## src/design/nsaw_pkg.sv

```systemverilog
// ----------------------------------------------------------------------------
// nsaw_pkg
// Shared types and constants of the strided address walker: command and
// register codes, sequencer states and the control word of the shared unit.
// ----------------------------------------------------------------------------
`default_nettype none

package nsaw_pkg;

  localparam int NUM_PTRS    = 3;   // pointers A, B, C
  localparam int STEP_W      = 32;
  localparam int BASE_W      = 32;
  localparam int OUT_POS_W   = 32;
  localparam int OUT_IDX_W   = 16;
  localparam int IN_SIZE_W   = 16;
  localparam int NUM_IDX_OUT = 4;
  localparam int CFG_W       = 3;
  localparam int CFG_IDX_W   = 2;

  typedef enum logic [1:0] {
    CMD_LOAD    = 2'd0,
    CMD_START   = 2'd1,
    CMD_ADVANCE = 2'd2
  } cmd_e;

  typedef enum logic [CFG_IDX_W-1:0] {
    CFG_DIMS_IN_USE = 2'd0,
    CFG_AXIS_ORDER  = 2'd1,
    CFG_PTR_ENABLE  = 2'd2
  } cfg_reg_e;

  typedef enum logic [1:0] {
    ST_IDLE = 2'd0,
    ST_EVAL = 2'd1,
    ST_MUL  = 2'd2,
    ST_ACC  = 2'd3
  } state_e;

  typedef struct packed {
    logic load_base;
    logic mul_en;
    logic acc_en;
    logic sub;
  } mac_ctrl_t;

endpackage

`default_nettype wire

```

## src/design/nsaw_axis_store.sv

```systemverilog
// ----------------------------------------------------------------------------
// nsaw_axis_store
// Per-axis size and step tables, written by a load transaction and read at
// the axis the sequencer is working on.
// ----------------------------------------------------------------------------
`default_nettype none

module nsaw_axis_store
  import nsaw_pkg::*;
#(
  parameter int MAX_DIMS  = 4,
  parameter int SIZE_BITS = 16,
  localparam int AX_W     = (MAX_DIMS > 1) ? $clog2(MAX_DIMS) : 1
) (
  input  wire logic                                clk_i,
  input  wire logic                                we_i,
  input  wire logic [AX_W-1:0]                     wr_axis_i,
  input  wire logic [SIZE_BITS-1:0]                wr_size_i,
  input  wire logic [NUM_PTRS-1:0][STEP_W-1:0]     wr_step_i,
  input  wire logic [AX_W-1:0]                     rd_axis_i,
  output logic      [SIZE_BITS-1:0]                rd_size_o,
  output logic      [NUM_PTRS-1:0][STEP_W-1:0]     rd_step_o
);

  logic [SIZE_BITS-1:0]            size_q [MAX_DIMS];
  logic [NUM_PTRS-1:0][STEP_W-1:0] step_q [MAX_DIMS];

  always_ff @(posedge clk_i) begin
    if (we_i) begin
      size_q[wr_axis_i] <= wr_size_i;
      step_q[wr_axis_i] <= wr_step_i;
    end
  end

  assign rd_size_o = size_q[rd_axis_i];
  assign rd_step_o = step_q[rd_axis_i];

endmodule

`default_nettype wire

```

## src/design/nsaw_mac.sv

```systemverilog
// ----------------------------------------------------------------------------
// nsaw_mac
// Shared multiply-accumulate unit: one lane per pointer, multiplies an index
// by the axis step, then adds the product to or subtracts it from the
// pointer position. Positions wrap modulo 2^POS_BITS.
// ----------------------------------------------------------------------------
`default_nettype none

module nsaw_mac
  import nsaw_pkg::*;
#(
  parameter int SIZE_BITS = 16,
  parameter int POS_BITS  = 32
) (
  input  wire logic                                clk_i,
  input  wire logic                                rst_ni,
  input  wire mac_ctrl_t                           ctrl_i,
  input  wire logic [NUM_PTRS-1:0]                 ptr_en_i,
  input  wire logic [NUM_PTRS-1:0][BASE_W-1:0]     base_i,
  input  wire logic [NUM_PTRS-1:0][STEP_W-1:0]     step_i,
  input  wire logic [SIZE_BITS-1:0]                mult_i,
  output logic      [NUM_PTRS-1:0][POS_BITS-1:0]   pos_o
);

  localparam int PROD_W = SIZE_BITS + 1 + STEP_W;
  localparam int EXT_W  = (PROD_W > POS_BITS) ? PROD_W : POS_BITS;

  logic signed [SIZE_BITS:0] mult_s;

  assign mult_s = signed'({1'b0, mult_i});

  for (genvar p = 0; p < NUM_PTRS; p++) begin : g_lane
    logic signed [STEP_W-1:0]  step_s;
    logic signed [PROD_W-1:0]  prod_full;
    logic signed [EXT_W-1:0]   prod_ext;
    logic        [POS_BITS-1:0] prod_q;
    logic        [POS_BITS-1:0] pos_q;

    assign step_s    = signed'(step_i[p]);
    assign prod_full = mult_s * step_s;
    assign prod_ext  = EXT_W'(prod_full);

    always_ff @(posedge clk_i) begin
      if (ctrl_i.mul_en) begin
        prod_q <= prod_ext[POS_BITS-1:0];
      end
    end

    always_ff @(posedge clk_i or negedge rst_ni) begin
      if (!rst_ni) begin
        pos_q <= '0;
      end else if (ctrl_i.load_base) begin
        pos_q <= POS_BITS'(base_i[p]);
      end else if (ctrl_i.acc_en && ptr_en_i[p]) begin
        pos_q <= ctrl_i.sub ? (pos_q - prod_q) : (pos_q + prod_q);
      end
    end

    assign pos_o[p] = pos_q;
  end

endmodule

`default_nettype wire

```

## src/design/nsaw_seq.sv

```systemverilog
// ----------------------------------------------------------------------------
// nsaw_seq
// Sequencer of the walker: holds the index tuple, visits the axes one at a
// time and drives the shared multiply-accumulate unit for each of them.
// ----------------------------------------------------------------------------
`default_nettype none

module nsaw_seq
  import nsaw_pkg::*;
#(
  parameter int MAX_DIMS  = 4,
  parameter int SIZE_BITS = 16,
  localparam int CNT_W    = $clog2(MAX_DIMS + 1),
  localparam int AX_W     = (MAX_DIMS > 1) ? $clog2(MAX_DIMS) : 1
) (
  input  wire logic                                 clk_i,
  input  wire logic                                 rst_ni,
  input  wire logic                                 accept_i,
  input  wire logic [1:0]                           command_i,
  input  wire logic                                 backward_i,
  input  wire logic [CNT_W-1:0]                     used_i,
  input  wire logic                                 axis_order_i,
  input  wire logic [SIZE_BITS-1:0]                 size_i,
  output logic      [AX_W-1:0]                      rd_axis_o,
  output mac_ctrl_t                                 mac_ctrl_o,
  output logic      [SIZE_BITS-1:0]                 mult_o,
  output logic                                      busy_o,
  output logic                                      valid_o,
  output logic                                      done_o,
  output logic                                      empty_o,
  output logic      [MAX_DIMS-1:0][SIZE_BITS-1:0]   index_o
);

  state_e                             state_q, state_d;
  logic [CNT_W-1:0]                   k_q, k_d;
  logic                               walk_back_q, walk_back_d;
  logic                               adv_q, adv_d;
  logic [SIZE_BITS-1:0]               mult_q, mult_d;
  logic                               sub_q, sub_d;
  logic                               last_q, last_d;
  logic                               done_q, done_d;
  logic                               empty_q, empty_d;
  logic                               strobe_q, strobe_d;
  logic [MAX_DIMS-1:0][SIZE_BITS-1:0] index_q, index_d;

  logic [CNT_W-1:0]     rev_k;
  logic [AX_W-1:0]      ax;
  logic [SIZE_BITS-1:0] limit;
  logic [SIZE_BITS-1:0] cur_idx;
  logic                 finish;
  logic                 walk_cmd;

  // Fastest axis first: axis k, or counted down from the last used axis
  assign rev_k   = CNT_W'(used_i - k_q - 1'b1);
  assign ax      = axis_order_i ? AX_W'(rev_k) : AX_W'(k_q);
  assign limit   = (size_i == '0) ? '0 : SIZE_BITS'(size_i - 1'b1);
  assign cur_idx = index_q[ax];
  assign finish  = last_q || (CNT_W'(k_q + 1'b1) == used_i);
  assign walk_cmd = (command_i == CMD_START) || (command_i == CMD_ADVANCE);

  // Next state
  always_comb begin
    state_d = state_q;
    case (state_q)
      ST_IDLE: begin
        if (accept_i && walk_cmd && (used_i != '0)) begin
          state_d = ST_EVAL;
        end
      end
      ST_EVAL: state_d = ST_MUL;
      ST_MUL:  state_d = ST_ACC;
      ST_ACC: begin
        state_d = finish ? ST_IDLE : ST_EVAL;
      end
      default: state_d = ST_IDLE;
    endcase
  end

  // Outputs and datapath updates
  always_comb begin
    k_d         = k_q;
    walk_back_d = walk_back_q;
    adv_d       = adv_q;
    mult_d      = mult_q;
    sub_d       = sub_q;
    last_d      = last_q;
    done_d      = done_q;
    empty_d     = empty_q;
    strobe_d    = 1'b0;
    index_d     = index_q;
    mac_ctrl_o  = '0;
    case (state_q)
      ST_IDLE: begin
        if (accept_i) begin
          case (command_i)
            CMD_START: begin
              mac_ctrl_o.load_base = 1'b1;
              walk_back_d = backward_i;
              adv_d       = 1'b0;
              k_d         = '0;
              index_d     = '0;
              done_d      = 1'b0;
              empty_d     = 1'b0;
              strobe_d    = (used_i == '0);
            end
            CMD_ADVANCE: begin
              adv_d    = 1'b1;
              k_d      = '0;
              done_d   = (used_i == '0);
              empty_d  = 1'b0;
              strobe_d = (used_i == '0);
            end
            default: ;
          endcase
        end
      end
      ST_EVAL: begin
        if (!adv_q) begin
          if (size_i == '0) begin
            empty_d = 1'b1;
          end
          index_d[ax] = walk_back_q ? limit : '0;
          mult_d      = walk_back_q ? limit : '0;
          sub_d       = 1'b0;
          last_d      = 1'b0;
        end else if (!walk_back_q) begin
          if (cur_idx < limit) begin
            index_d[ax] = SIZE_BITS'(cur_idx + 1'b1);
            mult_d      = SIZE_BITS'(1);
            sub_d       = 1'b0;
            last_d      = 1'b1;
          end else begin
            // carry: take the whole run of this axis back off
            index_d[ax] = '0;
            mult_d      = cur_idx;
            sub_d       = 1'b1;
            last_d      = 1'b0;
          end
        end else begin
          if (cur_idx != '0) begin
            index_d[ax] = SIZE_BITS'(cur_idx - 1'b1);
            mult_d      = SIZE_BITS'(1);
            sub_d       = 1'b1;
            last_d      = 1'b1;
          end else begin
            index_d[ax] = limit;
            mult_d      = limit;
            sub_d       = 1'b0;
            last_d      = 1'b0;
          end
        end
      end
      ST_MUL: begin
        mac_ctrl_o.mul_en = 1'b1;
      end
      ST_ACC: begin
        mac_ctrl_o.acc_en = 1'b1;
        mac_ctrl_o.sub    = sub_q;
        if (finish) begin
          strobe_d = 1'b1;
          done_d   = adv_q && !last_q;
        end else begin
          k_d = CNT_W'(k_q + 1'b1);
        end
      end
      default: ;
    endcase
  end

  always_ff @(posedge clk_i or negedge rst_ni) begin
    if (!rst_ni) begin
      state_q     <= ST_IDLE;
      k_q         <= '0;
      walk_back_q <= 1'b0;
      adv_q       <= 1'b0;
      last_q      <= 1'b0;
      done_q      <= 1'b0;
      empty_q     <= 1'b0;
      strobe_q    <= 1'b0;
      index_q     <= '0;
    end else begin
      state_q     <= state_d;
      k_q         <= k_d;
      walk_back_q <= walk_back_d;
      adv_q       <= adv_d;
      last_q      <= last_d;
      done_q      <= done_d;
      empty_q     <= empty_d;
      strobe_q    <= strobe_d;
      index_q     <= index_d;
    end
  end

  always_ff @(posedge clk_i) begin
    mult_q <= mult_d;
    sub_q  <= sub_d;
  end

  assign rd_axis_o = ax;
  assign mult_o    = mult_q;
  assign busy_o    = (state_q != ST_IDLE);
  assign valid_o   = strobe_q;
  assign done_o    = done_q;
  assign empty_o   = empty_q;
  assign index_o   = index_q;

  // A result only appears once the walk has handed back to idle
  assert property (@(posedge clk_i) disable iff (!rst_ni)
    strobe_q |-> (state_q == ST_IDLE))
    else $error("result strobe while sequencer busy");

  assert property (@(posedge clk_i) disable iff (!rst_ni)
    strobe_q |-> !(done_q && empty_q))
    else $error("done and empty raised together");

  assert property (@(posedge clk_i) disable iff (!rst_ni)
    (state_q != ST_IDLE) |-> (k_q < used_i))
    else $error("axis counter beyond used axes");

  assert property (@(posedge clk_i) disable iff (!rst_ni)
    (state_q == ST_ACC && last_q) |=> (strobe_q && !done_q))
    else $error("settled step did not give a plain result");

endmodule

`default_nettype wire

```

## src/design/nd_strided_address_walker.sv

```systemverilog
// ----------------------------------------------------------------------------
// nd_strided_address_walker
// Odometer-style address generator for an N-dimensional strided array with
// three tracked pointers, built around one shared multiply-accumulate unit.
// ----------------------------------------------------------------------------
// Load: taken when idle, no result, busy stays low.
// Start / advance: each axis visited goes through evaluate, multiply and
//   accumulate while busy is high; the result is strobed for one cycle
//   once the walk is back in idle (all used axes for start, 1..used for
//   advance; with no axes in use the result comes in the very next cycle).
//   A new command can be taken in the strobe cycle. Results cannot be stalled.
// Reset: index tuple, positions and walk direction cleared; registers at
//   their defaults (no axes, axis 0 fastest, all pointers tracked).
`default_nettype none

module nd_strided_address_walker
  import nsaw_pkg::*;
#(
  parameter int MAX_DIMS  = 4,
  parameter int SIZE_BITS = 16,
  parameter int POS_BITS  = 32
) (
  input  wire logic                   clk_i,
  input  wire logic                   rst_ni,
  input  wire logic                   cfg_we_i,
  input  wire logic [CFG_IDX_W-1:0]   cfg_idx_i,
  input  wire logic [CFG_W-1:0]       cfg_wdata_i,
  input  wire logic                   start,
  output logic                        busy,
  input  wire logic [1:0]             command_i,
  input  wire logic [1:0]             axis_i,
  input  wire logic [IN_SIZE_W-1:0]   axis_size_i,
  input  wire logic [STEP_W-1:0]      step_a_i,
  input  wire logic [STEP_W-1:0]      step_b_i,
  input  wire logic [STEP_W-1:0]      step_c_i,
  input  wire logic [BASE_W-1:0]      base_a_i,
  input  wire logic [BASE_W-1:0]      base_b_i,
  input  wire logic [BASE_W-1:0]      base_c_i,
  input  wire logic                   backward_i,
  output logic                        valid_o,
  output logic [OUT_POS_W-1:0]        pos_a_o,
  output logic [OUT_POS_W-1:0]        pos_b_o,
  output logic [OUT_POS_W-1:0]        pos_c_o,
  output logic [OUT_IDX_W-1:0]        index_0_o,
  output logic [OUT_IDX_W-1:0]        index_1_o,
  output logic [OUT_IDX_W-1:0]        index_2_o,
  output logic [OUT_IDX_W-1:0]        index_3_o,
  output logic                        done_res_o,
  output logic                        empty_res_o
);

  localparam int CNT_W = $clog2(MAX_DIMS + 1);
  localparam int AX_W  = (MAX_DIMS > 1) ? $clog2(MAX_DIMS) : 1;

  logic [CFG_W-1:0]    dims_q;
  logic                order_q;
  logic [NUM_PTRS-1:0] ptr_en_q;

  logic                               accept;
  logic                               load_we;
  logic [CNT_W-1:0]                   used;
  logic [AX_W-1:0]                    rd_axis;
  logic [SIZE_BITS-1:0]               rd_size;
  logic [NUM_PTRS-1:0][STEP_W-1:0]    rd_step;
  logic [NUM_PTRS-1:0][STEP_W-1:0]    wr_step;
  logic [NUM_PTRS-1:0][BASE_W-1:0]    bases;
  logic [NUM_PTRS-1:0][POS_BITS-1:0]  pos;
  logic [SIZE_BITS-1:0]               mult;
  mac_ctrl_t                          mac_ctrl;
  logic [MAX_DIMS-1:0][SIZE_BITS-1:0] index;
  logic [NUM_IDX_OUT-1:0][OUT_IDX_W-1:0] index_out;

  always_ff @(posedge clk_i or negedge rst_ni) begin
    if (!rst_ni) begin
      dims_q   <= '0;
      order_q  <= 1'b0;
      ptr_en_q <= '1;
    end else if (cfg_we_i) begin
      case (cfg_idx_i)
        CFG_DIMS_IN_USE: dims_q   <= cfg_wdata_i;
        CFG_AXIS_ORDER:  order_q  <= cfg_wdata_i[0];
        CFG_PTR_ENABLE:  ptr_en_q <= cfg_wdata_i[NUM_PTRS-1:0];
        default: ;
      endcase
    end
  end

  // Clamp the axis count to what the tables hold
  assign used = ({1'b0, dims_q} > 4'(MAX_DIMS)) ? CNT_W'(MAX_DIMS) : CNT_W'(dims_q);

  assign accept  = start && !busy;
  assign load_we = accept && (command_i == CMD_LOAD) && ({2'b00, axis_i} < 4'(MAX_DIMS));
  assign wr_step = {step_c_i, step_b_i, step_a_i};
  assign bases   = {base_c_i, base_b_i, base_a_i};

  nsaw_axis_store #(
    .MAX_DIMS  (MAX_DIMS),
    .SIZE_BITS (SIZE_BITS)
  ) u_store (
    .clk_i     (clk_i),
    .we_i      (load_we),
    .wr_axis_i (AX_W'(axis_i)),
    .wr_size_i (SIZE_BITS'(axis_size_i)),
    .wr_step_i (wr_step),
    .rd_axis_i (rd_axis),
    .rd_size_o (rd_size),
    .rd_step_o (rd_step)
  );

  nsaw_seq #(
    .MAX_DIMS  (MAX_DIMS),
    .SIZE_BITS (SIZE_BITS)
  ) u_seq (
    .clk_i        (clk_i),
    .rst_ni       (rst_ni),
    .accept_i     (accept),
    .command_i    (command_i),
    .backward_i   (backward_i),
    .used_i       (used),
    .axis_order_i (order_q),
    .size_i       (rd_size),
    .rd_axis_o    (rd_axis),
    .mac_ctrl_o   (mac_ctrl),
    .mult_o       (mult),
    .busy_o       (busy),
    .valid_o      (valid_o),
    .done_o       (done_res_o),
    .empty_o      (empty_res_o),
    .index_o      (index)
  );

  nsaw_mac #(
    .SIZE_BITS (SIZE_BITS),
    .POS_BITS  (POS_BITS)
  ) u_mac (
    .clk_i    (clk_i),
    .rst_ni   (rst_ni),
    .ctrl_i   (mac_ctrl),
    .ptr_en_i (ptr_en_q),
    .base_i   (bases),
    .step_i   (rd_step),
    .mult_i   (mult),
    .pos_o    (pos)
  );

  assign pos_a_o = OUT_POS_W'(pos[0]);
  assign pos_b_o = OUT_POS_W'(pos[1]);
  assign pos_c_o = OUT_POS_W'(pos[2]);

  for (genvar i = 0; i < NUM_IDX_OUT; i++) begin : g_idx
    if (i < MAX_DIMS) begin : g_used
      assign index_out[i] = OUT_IDX_W'(index[i]);
    end else begin : g_none
      assign index_out[i] = '0;
    end
  end

  assign index_0_o = index_out[0];
  assign index_1_o = index_out[1];
  assign index_2_o = index_out[2];
  assign index_3_o = index_out[3];

endmodule

`default_nettype wire

```

## config.mk

```make
export PLATFORM = sky130hd
export DESIGN_NAME = nd_strided_address_walker
export DESIGN_NICKNAME = d
export VERILOG_FILES = /design/src/design/nsaw_pkg.sv /design/src/design/nsaw_axis_store.sv /design/src/design/nsaw_mac.sv /design/src/design/nsaw_seq.sv /design/src/design/nd_strided_address_walker.sv
export SDC_FILE = /design/constraint.sdc
export NUM_CORES = 2
export LEC_CHECK = 0
export ABC_AREA = 0
export BUFFER_PORTS_ARGS = -buffer_cell sky130_fd_sc_hd__buf_2
export CORE_ASPECT_RATIO = 0.7
export CORE_MARGIN = 10
export CORE_UTILIZATION = 55
export CTS_CLUSTER_DIAMETER = 50
export DETAILED_ROUTE_END_ITERATION = 8
export PLACE_DENSITY_LB_ADDON = 0.15
export SLEW_MARGIN = 40
export SYNTH_ARGS = -nofsm -noshare
export SYNTH_HDL_FRONTEND = slang
export SYNTH_SLANG_ARGS = --single-unit
```

## constraint.sdc

```tcl
create_clock -name clk_i -period 9.3 [get_ports clk_i]
set_input_delay 1.395 -clock clk_i [delete_from_list [all_inputs] [get_ports clk_i]]
set_output_delay 1.395 -clock clk_i [all_outputs]
set_load 0.03 [all_outputs]
```

### Word level (Yosys, flattened, before mapping)

Memories as Yosys holds them, arrays and structs flattened.
Cells that the tools add are included.

| cells by class | value |
|---|---|
| eq/ne operators | 17 |
| reductions and logical operators | 37 |
| $mul | 3 |
| muxes and demuxes | 66 |
| add/sub/neg operators | 12 |
| $lt $le $gt $ge | 4 |
| bitwise gates (word level) | 2 |

Operators by type and width:

| cell | number |
|---|---|
| 64-bit two-way mux | 6 |
| 32-bit two-way mux | 9 |
| 64-bit bitwise mux | 4 |
| 16-bit two-way mux | 8 |
| 64-bit case mux with 2 select lines | 1 |
| 32-bit adder | 3 |
| 17-bit by 32-bit multiplier with 32-bit output | 3 |
| 32-bit subtractor | 3 |
| 64-bit bitwise AND | 1 |
| 64-bit inverter | 1 |
| 16-bit binary-select mux with 2-bit select | 1 |
| 16-bit demux with 2-bit select | 1 |
| 16-bit by 1-bit subtractor with 16-bit output, second input constant | 2 |
| 1-bit two-way mux | 22 |
| 16-bit by 1-bit adder with 16-bit output, second input constant | 1 |
| 16-bit logical NOT | 1 |
| 16-bit < comparator | 1 |
| 16-bit nonzero test | 1 |
| 2-bit nonzero test | 7 |
| 3-bit two-way mux | 4 |
| 1-bit case mux with 2 select lines | 5 |
| 1-bit logical AND | 9 |
| 3-bit AND reduction | 3 |
| 2-bit equality test, second input constant | 4 |
| 23 further kinds | 40 |

| storage, ports and cells | value |
|---|---|
| output and inout bits | 164 |
| memories kept | 2 |
| flip-flop bits (word level) | 291 |
| RAM bits | 448 |
| input bits | 222 |
| word-level logic and storage cells | 166 |

Memories:

| memory | depth | width | rd ports | clocked after Yosys merged registers in | wr ports | line | RTL |
|---|---|---|---|---|---|---|---|
| u_store.step_q | 4 | 96 | 1 | 0 | 1 | nsaw_axis_store.sv:26 | `logic [NUM_PTRS-1:0][STEP_W-1:0] step_q [MAX_DIMS];` |
| u_store.size_q | 4 | 16 | 1 | 0 | 1 | nsaw_axis_store.sv:25 | `logic [SIZE_BITS-1:0] size_q [MAX_DIMS];` |

### Depth between registers and ports, before layout

| logic depth | value |
|---|---|
| depth in word-level cells | 15 |
| mapped depth | 36 |
| depth with buffers taken out | 29 |

### Modules after synthesis

Synthesis repeated with hierarchy kept, for this count alone.

| second synthesis, totals | value |
|---|---|
| cell total of the unflattened synthesis | 7340 |
| area total of the unflattened synthesis | 73795.8 um^2 |

Modules (own cells, without submodules):

| module | instances | cells each | seq. area each (um^2) | area each (um^2) |
|---|---|---|---|---|
| nsaw_mac | 1 | 5663 | 5285.1 | 48764.3 |
| nsaw_axis_store | 1 | 589 | 13452.9 | 16276.9 |
| nsaw_seq | 1 | 1066 | 2387.3 | 8439.3 |
| nd_strided_address_walker | 1 | 22 | 178.9 | 315.3 |

### Worst setup path after synthesis

OpenSTA, ideal clock, no wires.

| timing | value |
|---|---|
| path kind | input port to flip-flop |
| start | input port command_i[0] |
| end | memory u_store.size_q[0][0], enable pin |
| setup slack | -710 ps |
| library setup time | 722 ps |
| data arrival time | 9288 ps |
| required time | 8578 ps |
| cell stages on the path | 4 |
| path buffers | 0 |
| cell sequence | inv_1 -> ha_1 -> nand3_1 -> nor3_1 |

| on the way | value |
|---|---|
| cells in the longest elaborated chain, start to end | 4 |

Ends and longest elaborated chain:

| what | line | RTL |
|---|---|---|
| start, declared | nd_strided_address_walker.sv:30 | `input wire logic [1:0] command_i,` |
| 2-bit logical NOT | nd_strided_address_walker.sv:92 | `assign load_we = accept && (command_i == CMD_LOAD) && ({2'b00, axis_i} < 4'(MAX_DIMS));` |
| 1-bit logical AND | nd_strided_address_walker.sv:92 |  |
| 1-bit two-way mux | nsaw_axis_store.sv:29 | `if (we_i) begin` |
| 1-bit two-way mux (implied by the code) | nsaw_axis_store.sv:30 | `size_q[wr_axis_i] <= wr_size_i;` |
| end, declared | nsaw_axis_store.sv:25 |  |

No other way between the ends.

### Final worst setup path

| timing | value |
|---|---|
| start | register u_seq.k_q[0] |
| end | register u_mac.g_lane[1].prod_q[31], data pin |

| on the way | value |
|---|---|
| cells in the longest elaborated chain, start to end | 5 |

Ends and longest elaborated chain:

| what | line | RTL |
|---|---|---|
| start, declared | nsaw_seq.sv:35 | `logic [CNT_W-1:0] k_q, k_d;` |
| start signal, assigned | nsaw_seq.sv:183 | `k_q <= k_d;` |
| 2-bit subtractor | nsaw_seq.sv:54 | `assign rev_k = CNT_W'(used_i - k_q - 1'b1);` |
| 2-bit by 1-bit subtractor with 2-bit output | nsaw_seq.sv:54 |  |
| 2-bit two-way mux (*) | nsaw_seq.sv:55 | `assign ax = axis_order_i ? AX_W'(rev_k) : AX_W'(k_q);` |
| memory read 4 x 96 bit (*) | - |  |
| 17-bit by 32-bit multiplier with 32-bit output (*) | nsaw_mac.sv:40 | `assign prod_full = mult_s * step_s;` |
| named net u_mac.g_lane[1].prod_ext[31] | nsaw_mac.sv:35 | `logic signed [EXT_W-1:0] prod_ext;` |
| end signal, assigned | nsaw_mac.sv:45 | `prod_q <= prod_ext[POS_BITS-1:0];` |
| end, declared | nsaw_mac.sv:36 | `logic [POS_BITS-1:0] prod_q;` |

The timed path passes the listed nets; every way through them passes the cells marked *.
A chain may end at the register's enable or synchronous reset.

==> metrics.txt <==
max_cap viols 0; top cells by count, synth inv_1, nand2_1, fa_1; fin cells 9329; Crit. End Element register; Synth area leaders fa_1, edfxtp_1, inv_1; placed cell count 9149; Worst Max-Slew Pin Slew 0.858 ns; Final HPWL DP 161 mm; layout cells sized above 1 11.0%; post-cts sizing count 0; Root Buffer clkbuf_16; count leader, synth inv_1; Area Overhead vs Synth 9.68%; CTS hold repair buffers 0; Post CTS Setup Buffer Count 0; Syn. warnings 0; met2 WL 87.0 mm; drt pass-1 iters 7; R2R Path Start u_seq.k_q[0]; input/output buffers 385; gr ovfl total 0; final net count 8997; Via density 5.79; count of endpoints failing setup in the final report 0; fraction of registers with async set/reset 24.1%; htree depth 3; Final period util 94.4%; die width 456 µm; CP arrival 9.27 ns; clk_lat worst skew 0.76 ns; ys flop type edfxtp_1; met3 WL 25.4 mm; Mapped Area 73200 µm²; Die ar. 148000 µm²; CTS max path bufs 3; Hold Vio Cnt, Final 0; pre-CTS setup slack 0.603 ns; RR Endpoint u_mac.g_lane[1].prod_q[31]; number of global-route vias before repair 55465; Syn Area/Cell 10.1 µm²; Iteration-0 DRC Markers 5307; RD Place Congestion 0.986; Fillers 10922; R2R Setup Slk 0.52 ns; Initial Utilization 55.7%; max_slew headroom 42.8%; CTS tree done; Synth Net Count 8735; Core ar. 132000 µm²; fmax 114 MHz; RSZ-0062 raised after global routing false; final critical-path required period 8.78 ns; sequential share of the synthesized area 29.1%; row cnt 111; final max-slew violation count 0; Mapped Cells 7229; crit path kind register to register; Startpoint Class register; Worst Hold End dims_q[0]; detailed-route via count 54042; Hold Path Stages 1; Worst Hold Class register to register; cell taking the most area after synthesis fa_1; Worst path max stage delay 0.56 ns; DRC Markers 0; #FFs+latches synth 739; CTS Buf Count 88; Reg clk slew, reported paths 0.06 ns; DR top layer met5; largest net degree at the start of global routing 113; final worst slack 0.522 ns; average wire per standard cell 22.9 µm; Final Skew 0.0691 ns; most used cell, CP fa_1; HP Start dims_q[0]; Worst EP required 9.79 ns; GRT Total Usage 28.7%; worst reg2reg path depth 29; EDFF count, synth 561; clock sinks 739; initial antenna violation count 27; first-pass GRT wire length 334 mm; slowest stage cell on the critical path fa_1; Routed Antenna Nets 0; M1 WL 96.5 mm; IO Pins 386; Detailed Route WL 213 mm; Unique masters post-synth 97; Max Fanout on Critical Path 16; status finished, final reports clean; die height 325 µm; share of Yosys cell area claimed by the top area cell type 25.0%
## metal layers
layer | GRT usage [%] | up-vias
li1 | - | 24039
met5 | 0 | -
met1 | 43.5 | 26992
met2 | 40.3 | 2678
met4 | 6.08 | 22
met3 | 8.71 | 311
## final cells by class
| class | count | area, µm² | area share [%] |
|---|---|---|---|
| antenna | 12 | 30.0 | 0.0374 |
| clock buffer | 105 | 2290 | 2.85 |
| clock inverter | 60 | 744 | 0.927 |
| inverter | 1235 | 4640 | 5.77 |
| multi-input combinational | 4925 | 46000 | 57.3 |
| sequential | 739 | 21300 | 26.5 |
| tap | 1751 | 2190 | 2.73 |
| timing repair buffer | 502 | 3090 | 3.85 |
## registers in the layout, indices dropped and copies added, names as in the netlist, 2 cells and up
register and cells:
ptr_en_q 3, u_mac.g_lane.prod_q 96, dims_q 3, u_store.size_q 64
u_seq.index_o 64, u_store.step_q 384, u_seq.mult_o 16, u_mac.g_lane.pos_q 96
u_seq.state_q 2, u_seq.k_q 3
## logic make-up after synthesis
| family | count (synthesis) | share of synthesized area (%) |
|---|---|---|
| simple gates | 2105 | 13.8 |
| buf+inv | 1565 | 8.23 |
| fa+ha+maj | 1284 | 31.3 |
| compound gates | 978 | 8.52 |
| flops | 739 | 29.1 |
| xor+xnor | 353 | 4.30 |
| mux | 205 | 4.78 |
## cells in the final DEF (no fill, tap or decap), types with 24 or more instances in the layout
master     synthesis  final
mux4_2           111    111
ha_1             369    367
o21ai_0          225    225
a31oi_1           37     37
and2_1           481    480
edfxtp_1         561    561
clkbuf_16          0     88
nor2_1           250    247
a21o_1            77     77
and3_1            45     44
nand3_1           44     43
nor3_1            84     82
buf_4             10     90
nor4_1            24     24
inv_1           1234   1234
or3_1             36     36
nand2b_1          38     38
xor2_1           136    136
o21a_1            42     42
nand2_1          983    980
xnor2_1          212    212
dfrtp_1          175    175
a21oi_1          272    271
fa_1             915    915
o31ai_1           35     35
a22oi_1           38     38
buf_2             65    384
mux2i_1           71     71
## stage by stage
step / util [%] / hold slack (ns) / area (µm²) / setup TNS, ns
final: 61.1 / 0.537 / 80300 / 0
after detailed placement: 58.7 / 0.526 / 77200 / 0
after global placement: 58.6 / 0.514 / 77100 / 0
after global routing: 61.1 / 0.551 / 80300 / 0
after CTS: 61.0 / 0.540 / 80200 / 0
after floorplan: - / 0.491 / 73200 / -158.99
## worst max path at each step
stage,slack (ns),endpoint,cells past startpoint,start
4_1_cts,0.59,u_mac.g_lane[1].prod_q[31],29,u_seq.k_q[0]
3_5_place_dp,0.60,u_mac.g_lane[1].prod_q[31],29,u_seq.k_q[0]
3_3_place_gp,0.55,u_mac.g_lane[1].prod_q[31],28,dims_q[2]
5_1_grt,0.11,u_mac.g_lane[1].prod_q[31],29,u_seq.k_q[0]
2_1_floorplan,-0.71,u_store.size_q[0][0],4,command_i[0]
6_report,0.52,u_mac.g_lane[1].prod_q[31],29,u_seq.k_q[0]
## worst max-delay path: cells and delay by family, from the launching register on
kind	cells	cell delay (ns)
AO/OA/AOI/OAI	5	1.60
XOR/XNOR	2	0.41
flip-flops	1	0.48
multiplexers	2	0.83
AND/OR/NAND/NOR	5	0.85
buffers and inverters	7	0.76
adder cells (fa/ha/maj)	8	3.57
Power is left out: the tool's default activity adds up to more than one toggle a clock period on the data nets, which glitch-free logic cannot reach.
